<file path="src/design/wrms_pkg.sv">
// Shared types and constants for the windowed RMS audio meter.
// No dependencies; imported by every module of the block.
`timescale 1ns / 1ps

package wrms_pkg;

	localparam int QUEUE_DEPTH = 4;

	localparam int SUM_W   = 46;
	localparam int FRAME_W = 16;
	localparam int RMS_W   = 20;
	localparam int SQ_W    = 31;
	localparam int QUO_W   = SUM_W + 8;
	localparam int ROOT_W  = QUO_W / 2;
	localparam int CFG_IDX_W = 2;
	localparam int CFG_DATA_W = 16;

	localparam logic [CFG_IDX_W-1:0] CFG_WIDE_SAMPLES  = 2'd0;
	localparam logic [CFG_IDX_W-1:0] CFG_TWO_CHANNELS  = 2'd1;
	localparam logic [CFG_IDX_W-1:0] CFG_WINDOW_FRAMES = 2'd2;

	localparam logic [FRAME_W-1:0] WINDOW_RESET = 16'd256;

	typedef struct packed {
		logic       start_stream;
		logic [7:0] data_byte;
	} sample_t;

	typedef struct packed {
		logic [RMS_W-1:0] rms_left;
		logic [RMS_W-1:0] rms_right;
		logic [RMS_W-1:0] peak_rms;
	} meter_t;

	typedef struct packed {
		logic               wide;
		logic               two;
		logic [FRAME_W-1:0] frames;
	} cfg_t;

	// per-sample control carried down the front pipeline
	typedef struct packed {
		logic               have_l;
		logic               have_r;
		logic               clr_sum;
		logic               win_end;
		logic               two;
		logic               clr_peak;
		logic [FRAME_W-1:0] frames;
	} smp_ctl_t;

	// one finished window waiting for the divide/sqrt back end
	typedef struct packed {
		logic [SUM_W-1:0]   lsum;
		logic [SUM_W-1:0]   rsum;
		logic [FRAME_W-1:0] frames;
		logic               two;
		logic               clr_peak;
	} win_t;

	typedef enum logic [1:0] {
		B_IDLE,
		B_DIV,
		B_SQRT,
		B_DONE
	} back_state_t;

endpackage

</file>
<file path="src/design/wrms_fifo.sv">
// Small request queue of finished windows between front and back end.
// Depends on wrms_pkg (win_t).
`timescale 1ns / 1ps

module wrms_fifo import wrms_pkg::*; #(
	parameter int DEPTH = QUEUE_DEPTH
) (
	input  logic                       clk,
	input  logic                       arst_n,
	input  logic                       push,
	input  win_t                       wdata,
	input  logic                       pop,
	output win_t                       rdata,
	output logic                       empty,
	output logic [$clog2(DEPTH+1)-1:0] count
);
	localparam int AW = (DEPTH > 1) ? $clog2(DEPTH) : 1;
	localparam int CW = $clog2(DEPTH + 1);

	win_t          mem [DEPTH];
	logic [AW-1:0] wptr_q, rptr_q;
	logic [CW-1:0] cnt_q;

	assign empty = (cnt_q == '0);
	assign count = cnt_q;
	assign rdata = mem[rptr_q];

	always_ff @(posedge clk) begin
		if (push) begin
			mem[wptr_q] <= wdata;
		end
	end

	always_ff @(posedge clk or negedge arst_n) begin
		if (!arst_n) begin
			wptr_q <= '0;
			rptr_q <= '0;
			cnt_q  <= '0;
		end else begin
			if (push) begin
				wptr_q <= (wptr_q == AW'(DEPTH - 1)) ? '0 : wptr_q + 1'b1;
			end
			if (pop) begin
				rptr_q <= (rptr_q == AW'(DEPTH - 1)) ? '0 : rptr_q + 1'b1;
			end
			case ({push, pop})
				2'b10:   cnt_q <= cnt_q + 1'b1;
				2'b01:   cnt_q <= cnt_q - 1'b1;
				default: cnt_q <= cnt_q;
			endcase
		end
	end

endmodule

</file>
<file path="src/design/wrms_front.sv">
// Front end: byte framing, sample squaring and per-window square sums.
// Depends on wrms_pkg; pushes finished windows into wrms_fifo.
`timescale 1ns / 1ps

module wrms_front import wrms_pkg::*; #(
	parameter int DEPTH = QUEUE_DEPTH
) (
	input  logic                       clk,
	input  logic                       arst_n,
	input  cfg_t                       cfg,
	input  logic                       sample_valid,
	output logic                       sample_ready,
	input  sample_t                    sample,
	input  logic [$clog2(DEPTH+1)-1:0] q_count,
	output logic                       q_push,
	output win_t                       q_wdata
);
	localparam int CW = $clog2(DEPTH + 1);

	logic [1:0]         pos_q;
	logic [7:0]         hold_q;
	logic [FRAME_W-1:0] frames_q;
	logic               pend_pk_q;

	logic               valid_s1, valid_s2;
	logic [15:0]        mag_s1;
	smp_ctl_t           ctl_s1, ctl_s2;
	logic [SQ_W-1:0]    sq_s2;

	logic [SUM_W-1:0]   lsum_q, rsum_q;

	logic               acc;
	logic [1:0]         pos_e, last;
	logic [7:0]         hold_e;
	logic [FRAME_W-1:0] frames_e, win;
	logic [FRAME_W:0]   frames_p1;
	logic               frame_end, win_end, clr_pk;
	logic [15:0]        word, mag;
	smp_ctl_t           ctl;
	logic [CW+1:0]      busy;
	logic [31:0]        prod;
	logic [SUM_W-1:0]   lsum_n, rsum_n;

	assign busy = (CW+2)'(q_count) + (CW+2)'(valid_s1 & ctl_s1.win_end)
		+ (CW+2)'(valid_s2 & ctl_s2.win_end);
	assign sample_ready = (busy < (CW+2)'(DEPTH));
	assign acc = sample_valid & sample_ready;

	always_comb begin
		pos_e    = sample.start_stream ? 2'd0 : pos_q;
		hold_e   = sample.start_stream ? 8'd0 : hold_q;
		frames_e = sample.start_stream ? '0 : frames_q;
		clr_pk   = sample.start_stream | pend_pk_q;
		case ({cfg.wide, cfg.two})
			2'b11:   last = 2'd3;
			2'b00:   last = 2'd0;
			default: last = 2'd1;
		endcase
		frame_end = (pos_e >= last);
		win       = (cfg.frames == '0) ? FRAME_W'(1) : cfg.frames;
		frames_p1 = {1'b0, frames_e} + 1'b1;
		win_end   = frame_end && (frames_p1 >= {1'b0, win});
		word      = {sample.data_byte, hold_e};
		if (cfg.wide) begin
			mag = word[15] ? (16'd0 - word) : word;
		end else begin
			mag = {8'd0, sample.data_byte};
		end
		ctl.have_l   = cfg.wide ? (pos_e == 2'd1) : (pos_e == 2'd0);
		ctl.have_r   = cfg.two && (cfg.wide ? (pos_e == 2'd3) : (pos_e == 2'd1));
		ctl.clr_sum  = sample.start_stream;
		ctl.win_end  = win_end;
		ctl.two      = cfg.two;
		ctl.clr_peak = clr_pk;
		ctl.frames   = frames_p1[FRAME_W-1:0];
	end

	always_ff @(posedge clk or negedge arst_n) begin
		if (!arst_n) begin
			pos_q     <= '0;
			hold_q    <= '0;
			frames_q  <= '0;
			pend_pk_q <= 1'b0;
			valid_s1  <= 1'b0;
			valid_s2  <= 1'b0;
		end else begin
			valid_s1 <= acc;
			valid_s2 <= valid_s1;
			if (acc) begin
				pos_q <= frame_end ? 2'd0 : pos_e + 2'd1;
				if (cfg.wide && (pos_e == 2'd0 || pos_e == 2'd2)) begin
					hold_q <= sample.data_byte;
				end else begin
					hold_q <= hold_e;
				end
				if (frame_end) begin
					frames_q <= win_end ? '0 : frames_p1[FRAME_W-1:0];
				end else begin
					frames_q <= frames_e;
				end
				pend_pk_q <= clr_pk & ~win_end;
			end
		end
	end

	assign prod = mag_s1 * mag_s1;

	always_ff @(posedge clk) begin
		if (acc) begin
			mag_s1 <= mag;
			ctl_s1 <= ctl;
		end
		if (valid_s1) begin
			sq_s2  <= prod[SQ_W-1:0];
			ctl_s2 <= ctl_s1;
		end
	end

	always_comb begin
		lsum_n = (ctl_s2.clr_sum ? '0 : lsum_q)
			+ (ctl_s2.have_l ? SUM_W'(sq_s2) : '0);
		rsum_n = (ctl_s2.clr_sum ? '0 : rsum_q)
			+ (ctl_s2.have_r ? SUM_W'(sq_s2) : '0);
		q_push           = valid_s2 & ctl_s2.win_end;
		q_wdata.lsum     = lsum_n;
		q_wdata.rsum     = rsum_n;
		q_wdata.frames   = ctl_s2.frames;
		q_wdata.two      = ctl_s2.two;
		q_wdata.clr_peak = ctl_s2.clr_peak;
	end

	always_ff @(posedge clk or negedge arst_n) begin
		if (!arst_n) begin
			lsum_q <= '0;
			rsum_q <= '0;
		end else if (valid_s2) begin
			lsum_q <= ctl_s2.win_end ? '0 : lsum_n;
			rsum_q <= ctl_s2.win_end ? '0 : rsum_n;
		end
	end

endmodule

</file>
<file path="src/design/wrms_back.sv">
// Back end: per window, sum*256/frames by restoring division, integer
// square root, peak tracking and the output register. Depends on wrms_pkg.
`timescale 1ns / 1ps

module wrms_back import wrms_pkg::*; (
	input  logic   clk,
	input  logic   arst_n,
	input  logic   q_empty,
	input  win_t   q_rdata,
	output logic   q_pop,
	output logic   meter_valid,
	input  logic   meter_ready,
	output meter_t meter
);
	back_state_t        state_q, state_d;
	win_t               ent_q;
	logic               ch_q;
	logic [QUO_W-1:0]   dq_q;
	logic [FRAME_W:0]   drem_q;
	logic [ROOT_W+2:0]  srem_q;
	logic [ROOT_W-1:0]  root_q;
	logic [5:0]         cnt_q;
	logic [RMS_W-1:0]   rl_q, rr_q, peak_q;
	logic               ov_q;
	meter_t             out_q;

	logic [FRAME_W:0]   r_div;
	logic               ge_div;
	logic [ROOT_W+2:0]  r_sq, trial;
	logic               ge_sq;
	logic [ROOT_W-1:0]  root_n;
	logic               div_last, sq_last, fire;
	logic [RMS_W-1:0]   pk;

	assign meter_valid = ov_q;
	assign meter       = out_q;

	always_comb begin
		r_div    = {drem_q[FRAME_W-1:0], dq_q[QUO_W-1]};
		ge_div   = (r_div >= {1'b0, ent_q.frames});
		r_sq     = {srem_q[ROOT_W:0], dq_q[QUO_W-1:QUO_W-2]};
		trial    = {1'b0, root_q, 2'b01};
		ge_sq    = (r_sq >= trial);
		root_n   = {root_q[ROOT_W-2:0], ge_sq};
		div_last = (cnt_q == 6'(QUO_W - 1));
		sq_last  = (cnt_q == 6'(ROOT_W - 1));
		fire     = !ov_q || meter_ready;
		pk       = ent_q.clr_peak ? '0 : peak_q;
		if (rl_q > pk) pk = rl_q;
		if (rr_q > pk) pk = rr_q;
	end

	always_comb begin
		state_d = state_q;
		q_pop   = 1'b0;
		unique case (state_q)
			B_IDLE: begin
				if (!q_empty) begin
					q_pop   = 1'b1;
					state_d = B_DIV;
				end
			end
			B_DIV: begin
				if (div_last) state_d = B_SQRT;
			end
			B_SQRT: begin
				if (sq_last) state_d = (!ch_q && ent_q.two) ? B_DIV : B_DONE;
			end
			B_DONE: begin
				if (fire) state_d = B_IDLE;
			end
			default: state_d = B_IDLE;
		endcase
	end

	always_ff @(posedge clk or negedge arst_n) begin
		if (!arst_n) begin
			state_q <= B_IDLE;
			peak_q  <= '0;
			ov_q    <= 1'b0;
		end else begin
			state_q <= state_d;
			if (state_q == B_DONE && fire) begin
				peak_q <= pk;
				ov_q   <= 1'b1;
			end else if (meter_ready) begin
				ov_q <= 1'b0;
			end
		end
	end

	always_ff @(posedge clk) begin
		case (state_q)
			B_IDLE: begin
				ent_q  <= q_rdata;
				ch_q   <= 1'b0;
				dq_q   <= {q_rdata.lsum, 8'd0};
				drem_q <= '0;
				cnt_q  <= '0;
			end
			B_DIV: begin
				drem_q <= ge_div ? r_div - {1'b0, ent_q.frames} : r_div;
				dq_q   <= {dq_q[QUO_W-2:0], ge_div};
				cnt_q  <= div_last ? '0 : cnt_q + 1'b1;
				srem_q <= '0;
				root_q <= '0;
			end
			B_SQRT: begin
				srem_q <= ge_sq ? r_sq - trial : r_sq;
				root_q <= root_n;
				cnt_q  <= sq_last ? '0 : cnt_q + 1'b1;
				if (sq_last && !ch_q) begin
					rl_q   <= root_n[RMS_W-1:0];
					rr_q   <= '0;
					ch_q   <= 1'b1;
					dq_q   <= {ent_q.rsum, 8'd0};
					drem_q <= '0;
				end else begin
					dq_q <= {dq_q[QUO_W-3:0], 2'b00};
					if (sq_last) begin
						rr_q <= root_n[RMS_W-1:0];
					end
				end
			end
			B_DONE: begin
				if (fire) begin
					out_q.rms_left  <= rl_q;
					out_q.rms_right <= rr_q;
					out_q.peak_rms  <= pk;
				end
			end
			default: ;
		endcase
	end

endmodule

</file>
<file path="src/design/windowed_rms_audio_meter_core.sv">
// Windowed RMS audio meter, top level: configuration registers, front end,
// window queue and divide/sqrt back end. Depends on wrms_pkg and submodules.
`timescale 1ns / 1ps
//
// Usage:
//   sample channel (sample_valid/sample_ready/sample) takes one PCM byte per
//   request; start_stream clears framing, square sums and peak first.
//   meter channel (meter_valid/meter_ready/meter) gives one result per
//   complete window: left and right RMS in Q4 and the running peak.
//   cfg_we/cfg_idx/cfg_wdata write wide_samples, two_channels and
//   window_frames; write only while the block is idle.
// Timing:
//   bytes are taken one per cycle while sample_ready is high; the square sums
//   update through the s1 (magnitude) and s2 (square) registers, and a finished
//   window enters a QUEUE_DEPTH-entry queue as the sums update. The back end
//   takes a window in B_IDLE, runs 54 divide and 27 square-root steps per
//   channel on one shared sequential unit (left, then right when stereo) and
//   updates the peak in B_DONE. Input stalls only when the queue could fill.
// Reset clears all framing, sums, peak and queue; registers return to
//   16-bit stereo, 256 frames. A stalled receiver holds the result in the
//   output register; the back end computes the next window meanwhile.

module windowed_rms_audio_meter_core import wrms_pkg::*; #(
	parameter int DEPTH = QUEUE_DEPTH
) (
	input  logic                  clk,
	input  logic                  arst_n,
	input  logic                  cfg_we,
	input  logic [CFG_IDX_W-1:0]  cfg_idx,
	input  logic [CFG_DATA_W-1:0] cfg_wdata,
	input  logic                  sample_valid,
	output logic                  sample_ready,
	input  sample_t               sample,
	output logic                  meter_valid,
	input  logic                  meter_ready,
	output meter_t                meter
);
	cfg_t                       cfg_q;
	logic                       q_push, q_pop, q_empty;
	win_t                       q_wdata, q_rdata;
	logic [$clog2(DEPTH+1)-1:0] q_count;

	always_ff @(posedge clk or negedge arst_n) begin
		if (!arst_n) begin
			cfg_q.wide   <= 1'b1;
			cfg_q.two    <= 1'b1;
			cfg_q.frames <= WINDOW_RESET;
		end else if (cfg_we) begin
			unique case (cfg_idx)
				CFG_WIDE_SAMPLES:  cfg_q.wide   <= cfg_wdata[0];
				CFG_TWO_CHANNELS:  cfg_q.two    <= cfg_wdata[0];
				CFG_WINDOW_FRAMES: cfg_q.frames <= cfg_wdata[FRAME_W-1:0];
				default: ;
			endcase
		end
	end

	wrms_front #(.DEPTH(DEPTH)) u_front (
		.clk          (clk),
		.arst_n       (arst_n),
		.cfg          (cfg_q),
		.sample_valid (sample_valid),
		.sample_ready (sample_ready),
		.sample       (sample),
		.q_count      (q_count),
		.q_push       (q_push),
		.q_wdata      (q_wdata)
	);

	wrms_fifo #(.DEPTH(DEPTH)) u_fifo (
		.clk    (clk),
		.arst_n (arst_n),
		.push   (q_push),
		.wdata  (q_wdata),
		.pop    (q_pop),
		.rdata  (q_rdata),
		.empty  (q_empty),
		.count  (q_count)
	);

	wrms_back u_back (
		.clk         (clk),
		.arst_n      (arst_n),
		.q_empty     (q_empty),
		.q_rdata     (q_rdata),
		.q_pop       (q_pop),
		.meter_valid (meter_valid),
		.meter_ready (meter_ready),
		.meter       (meter)
	);

endmodule

</file>
<file path="config.mk">
export PLATFORM = sky130hd
export DESIGN_NAME = windowed_rms_audio_meter_core
export DESIGN_NICKNAME = d
export VERILOG_FILES = /design/src/design/wrms_pkg.sv /design/src/design/wrms_fifo.sv /design/src/design/wrms_front.sv /design/src/design/wrms_back.sv /design/src/design/windowed_rms_audio_meter_core.sv
export SDC_FILE = /design/constraint.sdc
export NUM_CORES = 2
export LEC_CHECK = 0
export ABC_AREA = 1
export BUFFER_PORTS_ARGS = -buffer_cell sky130_fd_sc_hd__clkbuf_2
export CELL_PAD_IN_SITES_DETAIL_PLACEMENT = 1
export CELL_PAD_IN_SITES_GLOBAL_PLACEMENT = 1
export CORE_UTILIZATION = 54
export CTS_BUF_LIST = sky130_fd_sc_hd__clkbuf_16
export DETAILED_ROUTE_END_ITERATION = 6
export PLACE_DENSITY = 0.9
export SLEW_MARGIN = 30
export SYNTH_ARGS = -nofsm -noshare
export SYNTH_HDL_FRONTEND = slang
export SYNTH_SLANG_ARGS = --single-unit
</file>
<file path="constraint.sdc">
create_clock -name clk -period 16.6 [get_ports clk]
set_clock_uncertainty 0.1 [all_clocks]
set_input_delay 1.66 -clock clk [delete_from_list [all_inputs] [get_ports clk]]
set_output_delay 1.66 -clock clk [all_outputs]
set_load 0.05 [all_outputs]
</file>
# Word-level counts from Yosys, hierarchy flattened
# Memories as Yosys holds them, arrays and structs flattened.
# Cells that the tools add are included.
[totals]
mem_bits_rw = 440
mem_count = 1
input_bits = 32
word_cells = 183
register_bits = 556
output_inout_bits = 62
[op_classes]
mux = 51
n_reduce_logical = 32
add_sub_neg = 14
n_bitwise = 7
mul = 1
eq_ne = 20
magnitude_cmp = 7
[memory_table]
columns = ["memory", "depth", "width", "rd", "rd_ports_with_merged_regs", "wr", "line_no", "source"]
rows = [
  ["u_fifo.mem", 4, 110, 1, 0, 1, "wrms_fifo.sv:20", "win_t mem [DEPTH];"],
]
[op_table]
columns = ["cell", "n"]
rows = [
  ["$mux W46", 4],
  ["$pmux W54 S3", 1],
  ["$mux W16", 6],
  ["$add A46 B46 Y46", 2],
  ["$mux W20", 4],
  ["$mux W31", 2],
  ["$pmux W28 S2", 1],
  ["$mux W54", 1],
  ["$pmux W27 S2", 1],
  ["$pmux W16 S3", 1],
  ["$gt A20 B20 Y1", 2],
  ["$ge A17 B16 Y1", 2],
  ["$mul A16 B16 Y31", 1],
  ["$ge A30 B29 Y1", 1],
  ["$mux W28", 1],
  ["$sub A28 B28 Y28", 1],
  ["$mux W8", 3],
  ["$eq A2 B2 Y1 const B", 9],
  ["$mux W2", 9],
  ["$pmux W6 S3", 1],
  ["$reduce_and A2 Y1", 9],
  ["$add A16 B1 Y17 const B", 1],
  ["$logic_not A16 Y1", 1],
  ["$sub A1 B16 Y16 const A", 1],
  ["32 further kinds", 67],
]

# Depth between registers and ports, before layout
[logic_depth]
ltp_word = 6
depth_mapped = 27
ltp_nobuf = 26

# By module
# From an unflattened synthesis, not the netlist that was laid out.
[hier_totals]
hier_cells = 6846
area_unflattened_um2 = 60290.3
[modules_own_cells]
columns = ["module", "cells_per_inst", "instances", "seq_area_each_um2", "area_per_inst_um2"]
rows = [
  ["wrms_front", 3538, 1, 5730.5, 24334.6],
  ["wrms_fifo", 1335, 1, 13387.8, 17738.3],
  ["wrms_back", 1889, 1, 9464.1, 17440.5],
  ["windowed_rms_audio_meter_core", 84, 1, 454.2, 777.0],
]

# Least setup slack after synthesis
# OpenSTA, ideal clock, no wires.
[synth_path]
kind = "register -> register"
from = "register u_fifo.wptr_q[0]"
to = "memory u_fifo.mem[2][0] (netlist name) (enable)"
path_stages_with_launch = 5
arrival_ps = 5206
synth_period_minus_slack_ps = 5885
path_buffers = 0
slack_ps = 10715
cell_sequence = "dfrtp_1 -> inv_1 -> ha_1 -> inv_1 -> nor2_1"
[synth_lines]
columns = ["item", "line_no", "source"]
rows = [
  ["start: declaration", "wrms_fifo.sv:21", "logic [AW-1:0] wptr_q, rptr_q;"],
  ["start signal: assignment", "wrms_fifo.sv:41", "wptr_q <= (wptr_q == AW'(DEPTH - 1)) ? '0 : wptr_q + 1'b1;"],
  ["end: declaration", "wrms_fifo.sv:20", ""],
]
# Straight into the memory's write port.

# Final worst setup path
[layout_path]
from = "register u_front.mag_s1[6]"
to = "register u_front.sq_s2[23], data pin"
[layout_via]
elab_chain_cells = 1
[layout_lines]
columns = ["item", "line_no", "source"]
rows = [
  ["start: declaration", "wrms_front.sv:26", "logic [15:0] mag_s1;"],
  ["start signal: assignment", "wrms_front.sv:110", "mag_s1 <= mag;"],
  ["$mul A16 B16 Y31", "wrms_front.sv:106", "assign prod = mag_s1 * mag_s1;"],
  ["net u_front.prod[23]", "wrms_front.sv:41", "logic [31:0] prod;"],
  ["end signal: assignment", "wrms_front.sv:114", "sq_s2 <= prod[SQ_W-1:0];"],
  ["end: declaration", "wrms_front.sv:28", "logic [SQ_W-1:0] sq_s2;"],
]
# The timed path passes the listed nets, and every way through them passes these cells.
# A chain may end at the register's enable or synchronous reset.

==> flow_summary.html <==
<table>
<tr><th>Metric</th><th>Value</th></tr>
<tr><th colspan="2">Status</th></tr>
<tr><td>Result of the run</td><td>finished, final reports clean</td></tr>
<tr><th colspan="2">Drt</th></tr>
<tr><td>WL final</td><td>around 190000 microns</td></tr>
<tr><td>Average via count per standard cell</td><td>approximately 6</td></tr>
<tr><td>Total DRC errors in the routed layout</td><td>0</td></tr>
<tr><td>DRC violation total after the first TritonRoute iteration</td><td>about 4200</td></tr>
<tr><td>Routed WL per cell</td><td>between 20 and 25 microns</td></tr>
<tr><td>Length of the first detailed-routing pass in iterations</td><td>6</td></tr>
<tr><td>Vias</td><td>~46000</td></tr>
<tr><td>Detail Route Antenna Nets</td><td>0</td></tr>
<tr><th colspan="2">Clock network</th></tr>
<tr><td>Number of buffers created by CTS</td><td>between 100 and 150</td></tr>
<tr><td>CTS root buffer</td><td>sky130_fd_sc_hd__clkbuf_16</td></tr>
<tr><td>Clock Pin Slew Worst Setup and Hold Paths</td><td>0.06 ns</td></tr>
<tr><td>Worst-skew pair later-pin latency</td><td>0.74 ns</td></tr>
<tr><td>CTS tree</td><td>done</td></tr>
<tr><td>Bufs on Longest Clock Path</td><td>3</td></tr>
<tr><td>Hold-fix buffers, CTS</td><td>0</td></tr>
<tr><td>Number of levels in the clock H-tree</td><td>3</td></tr>
<tr><td>Post-CTS Resized</td><td>0</td></tr>
<tr><td># Post-CTS Setup Buffers</td><td>0</td></tr>
<tr><td>Number of clock sinks</td><td>slightly below 1000</td></tr>
<tr><th colspan="2">Critical path</th></tr>
<tr><td>Delay of the slowest cell on the worst path</td><td>around 0.86 ns</td></tr>
<tr><td>Setup CP Type</td><td>reg -&gt; reg</td></tr>
<tr><td>Critical path launch point</td><td>u_front.mag_s1[6]</td></tr>
<tr><td>Slowest stage cell, crit path</td><td>sky130_fd_sc_hd__edfxtp_1</td></tr>
<tr><td>Critical-path cell list</td><td>nand2_1, fa_1, inv_1, fa_1, inv_1, fa_1, inv_1, fa_1, fa_1, inv_1, fa_1, inv_1, ha_1, a21oi_1, o21ai_0, a21oi_1, inv_1, a21oi_1, nor3_1, nor2_1, xnor2_1</td></tr>
<tr><td>Crit end category</td><td>register</td></tr>
<tr><td>Worst-case register-to-register setup slack</td><td>roughly 10 ns</td></tr>
<tr><td>Kind of start point of the critical path</td><td>register</td></tr>
<tr><td>Crit path required time</td><td>between 15 and 20 ns</td></tr>
<tr><td>Data arrival at the endpoint of the critical path</td><td>approximately 6.9 ns</td></tr>
<tr><td>Cell count of the worst reg-to-reg path</td><td>21</td></tr>
<tr><td>Worst-path maximum fanout</td><td>16</td></tr>
<tr><td>R2r endpoint</td><td>u_front.sq_s2[23]</td></tr>
<tr><td>FF-to-FF Start</td><td>u_front.mag_s1[6]</td></tr>
<tr><th colspan="2">Timing</th></tr>
<tr><td>Worst-Margin Slew</td><td>roughly 1.0 ns</td></tr>
<tr><td>Final min period</td><td>6.61 ns</td></tr>
<tr><td>Setup repair after global routing missed its margin</td><td>no</td></tr>
<tr><td>Max Freq</td><td>151 MHz</td></tr>
<tr><td>Share of the cycle needed by the critical path after routing</td><td>39.8%</td></tr>
<tr><td>Final number of setup-violating endpoints</td><td>0</td></tr>
<tr><td>Setup TNS after final layout</td><td>0 ns</td></tr>
<tr><td>Slew HR</td><td>a little under a third</td></tr>
<tr><td>Final-report max-slew violation count</td><td>0</td></tr>
<tr><td>Final count of hold timing violations</td><td>0</td></tr>
<tr><th colspan="2">Global route</th></tr>
<tr><td>Total congestion overflow</td><td>0</td></tr>
<tr><td>GRT met2 Usage</td><td>between 60% and 70%</td></tr>
<tr><td>Pin count of the biggest net entering global routing</td><td>100</td></tr>
<tr><td>Number of antenna violations at the first check in global routing</td><td>5</td></tr>
<tr><td>Met3 demand-to-capacity share in global routing</td><td>around 4.9%</td></tr>
<tr><td>GRT Resource Usage Total</td><td>about a third</td></tr>
<tr><td>Global-route met1 utilization</td><td>40.5%</td></tr>
<tr><td>Via count of the first global-routing pass</td><td>around 50000</td></tr>
<tr><td>Highest-utilization routing layer at the global route stage</td><td>met2</td></tr>
<tr><td>Global-route wire length before repair</td><td>about 290000 microns</td></tr>
<tr><th colspan="2">Floorplan</th></tr>
<tr><td>Top-level port count</td><td>between 90 and 100</td></tr>
<tr><td>Chip width</td><td>around 330 microns</td></tr>
<tr><td>Die area</td><td>approximately 0.11 sq mm</td></tr>
<tr><td>Placeable core area</td><td>~0.10 sq mm</td></tr>
<tr><td>Number of placement rows</td><td>between 100 and 150</td></tr>
<tr><td>Starting density of the core</td><td>roughly 55%</td></tr>
<tr><td>Die boundary height</td><td>between 300 and 400 microns</td></tr>
<tr><th colspan="2">Layout</th></tr>
<tr><td>Core utilization of the finished layout</td><td>between 50 and 60%</td></tr>
<tr><td>Layout-stage area growth over the synthesis result</td><td>9.22%</td></tr>
<tr><td>Fraction of final layout cells with drive strength greater than 1</td><td>roughly 6.3%</td></tr>
<tr><td>Total Nets Final</td><td>around 6600</td></tr>
<tr><td>Non-filler instance count after layout</td><td>approximately 7600</td></tr>
<tr><th colspan="2">Place</th></tr>
<tr><td>Instance count after placement with tap cells included</td><td>between 7000 and 8000</td></tr>
<tr><td>Port bufs</td><td>93</td></tr>
<tr><td>Total half-perimeter wirelength after legalization and detailed placement</td><td>about 130000 microns</td></tr>
<tr><td>Routability-driven placement congestion ratio</td><td>0.950</td></tr>
<tr><th colspan="2">Hold path</th></tr>
<tr><td>Sink of the worst hold path</td><td>u_front.ctl_s2[21]</td></tr>
<tr><td>Cells on Worst Hold Path</td><td>0</td></tr>
<tr><td>Startpoint of the tightest hold check path</td><td>u_front.ctl_s1[21]</td></tr>
<tr><td>Tightest Hold Check Type</td><td>reg -&gt; reg</td></tr>
<tr><th colspan="2">Logic synthesis</th></tr>
<tr><td>Synth Area per Inst</td><td>a little over 9 sq um</td></tr>
<tr><td>Number of flops mapped to enable cells by yosys</td><td>826</td></tr>
<tr><td>Synthesized flop and latch total</td><td>a little under 1000</td></tr>
<tr><td>Number of instances in the synthesized netlist</td><td>~6000</td></tr>
<tr><td>Yosys top cell by area</td><td>sky130_fd_sc_hd__edfxtp_1</td></tr>
<tr><td>Share of Yosys cell area claimed by the top area cell type</td><td>between 40% and 50%</td></tr>
<tr><td>Distinct cell type count of the synthesized netlist</td><td>60</td></tr>
<tr><td>Mapped Nets</td><td>6576</td></tr>
<tr><td>Top cells by area, synth</td><td>sky130_fd_sc_hd__edfxtp_1 (44%), sky130_fd_sc_hd__dfrtp_1 (7.3%), sky130_fd_sc_hd__nand2_1 (7.3%)</td></tr>
<tr><td>Most common cell in the netlist</td><td>sky130_fd_sc_hd__nand2_1</td></tr>
<tr><td>Post-Syn Area</td><td>approximately 0.057 sq mm</td></tr>
<tr><td>Number of warnings issued by yosys</td><td>0</td></tr>
<tr><td>Most common flop cell mapped by yosys</td><td>sky130_fd_sc_hd__edfxtp_1</td></tr>
<tr><td>Synth cell count leaders</td><td>sky130_fd_sc_hd__nand2_1 (1105), sky130_fd_sc_hd__inv_1 (952), sky130_fd_sc_hd__edfxtp_1 (826)</td></tr>
<tr><td>Fraction of synthesis flops using an asynchronous set or reset pin</td><td>17.0%</td></tr>
<tr><td>Share of the yosys chip area belonging to registers</td><td>around 50%</td></tr>
<tr><th colspan="2">Flow run</th></tr>
<tr><td>Max Cap Violations</td><td>0</td></tr>
</table>
[state kept, by name, indices dropped and copies added, names as in the netlist, 18 cells and up]
signal / count
u_back.rr_q: 20
u_front.lsum_q: 46
u_fifo.mem: 440
u_front.ctl_s1: 22
u_front.sq_s2: 30
u_back.srem_q: 28
cfg_q: 18
u_front.rsum_q: 46
u_back.dq_q: 54
u_back.ent_q: 64
u_back.meter: 60
u_back.peak_q: 20
u_back.root_q: 27
u_back.rl_q: 20
u_front.q_wdata: 18
[placed cells by master (no fill, tap or decap), types with 7 or more instances in the layout]
| cell type | count |
|---|---|
| sky130_fd_sc_hd__clkbuf_16 | 105 |
| sky130_fd_sc_hd__dfrtp_1 | 162 |
| sky130_fd_sc_hd__o21ai_0 | 538 |
| sky130_fd_sc_hd__nand2_2 | 8 |
| sky130_fd_sc_hd__nor2_4 | 17 |
| sky130_fd_sc_hd__nor2_2 | 8 |
| sky130_fd_sc_hd__fa_1 | 165 |
| sky130_fd_sc_hd__a31oi_1 | 8 |
| sky130_fd_sc_hd__nand3b_1 | 8 |
| sky130_fd_sc_hd__bufinv_16 | 10 |
| sky130_fd_sc_hd__nand3_2 | 9 |
| sky130_fd_sc_hd__nand3_1 | 243 |
| sky130_fd_sc_hd__nor4_1 | 12 |
| sky130_fd_sc_hd__o21ai_1 | 14 |
| sky130_fd_sc_hd__a21boi_0 | 7 |
| sky130_fd_sc_hd__clkinv_2 | 20 |
| sky130_fd_sc_hd__nor3_1 | 45 |
| sky130_fd_sc_hd__a21oi_1 | 252 |
| sky130_fd_sc_hd__o21bai_1 | 24 |
| sky130_fd_sc_hd__nand2_1 | 1105 |
| sky130_fd_sc_hd__inv_1 | 972 |
| sky130_fd_sc_hd__and2_1 | 65 |
| sky130_fd_sc_hd__buf_4 | 43 |
| sky130_fd_sc_hd__a21o_1 | 10 |
| sky130_fd_sc_hd__ha_1 | 278 |
| sky130_fd_sc_hd__o22ai_1 | 129 |
| sky130_fd_sc_hd__edfxtp_1 | 826 |
| sky130_fd_sc_hd__nand4_1 | 92 |
| sky130_fd_sc_hd__nor2_1 | 673 |
| sky130_fd_sc_hd__clkinv_1 | 26 |
| sky130_fd_sc_hd__o21a_1 | 8 |
| sky130_fd_sc_hd__clkbuf_2 | 92 |
| sky130_fd_sc_hd__xnor2_1 | 44 |
| sky130_fd_sc_hd__xor2_1 | 100 |
| sky130_fd_sc_hd__or2_2 | 26 |
[logic make-up after synthesis]
logic type	share of synthesized area [%]
and+or+nand+nor	17.4
buffers and inverters	7.87
DFF	51.0
AOI/OAI and AO/OA	9.57
adders and majority gates	12.0
muxes	0.0198
xor gates and xnor gates	2.22
[final cells by class]
| cell class | instances | area (sq um) |
|---|---|---|
| Timing Repair Buffer | 142 | 901 |
| Clock inverter | 92 | 777 |
| Fill cell | 11700 | 41900 |
| Clock buffer | 105 | 2630 |
| Inverter | 958 | 3600 |
| Tap cell | 1380 | 1730 |
| Antenna cell | 2 | 5.00 |
| Sequential cell | 995 | 29000 |
| Multi-Input combinational cell | 3934 | 23500 |
[worst max path at each step]
stage / depth (start not counted) / endpoint
after detailed placement: 23 / u_front.sq_s2[28]
after CTS: 21 / u_front.sq_s2[23]
after floorplan: 4 / u_fifo.mem[2][0]
after global placement: 20 / u_front.sq_s2[27]
after global routing: 21 / u_front.sq_s2[23]
final: 21 / u_front.sq_s2[23]
[through the flow]
stage / setup WS [ns] / hold slack (ns) / cell area, sq um
after floorplan: 10.71 / 0.300 / 56900
after global placement: 10.32 / 0.304 / 58700
after detailed placement: 10.11 / 0.322 / 58700
after CTS: 10.02 / 0.335 / 62100
after global routing: 9.66 / 0.348 / 62200
final: 9.99 / 0.338 / 62200
[layer usage]
layer,vias up,wire (microns),share of wire (%)
li1,20200,-,-
met1,23000,68700,37
met2,2023,94300,51
met3,602,12000,6.4
met4,0,11000,5.9
met5,-,0,0
[worst max-delay path: cells and delay by family (launching register included)]
family                   cells  cell delay, ns
adder cells (fa/ha/maj)      7            3.50
AO/OA/AOI/OAI                4            0.93
flip-flops                   1            0.86
AND/OR/NAND/NOR              3            0.52
buffers and inverters        6            0.32
XOR/XNOR                     1            0.10
Power is left out: the tool's default activity adds up to more than one toggle a clock period on the data nets, which glitch-free logic cannot reach.
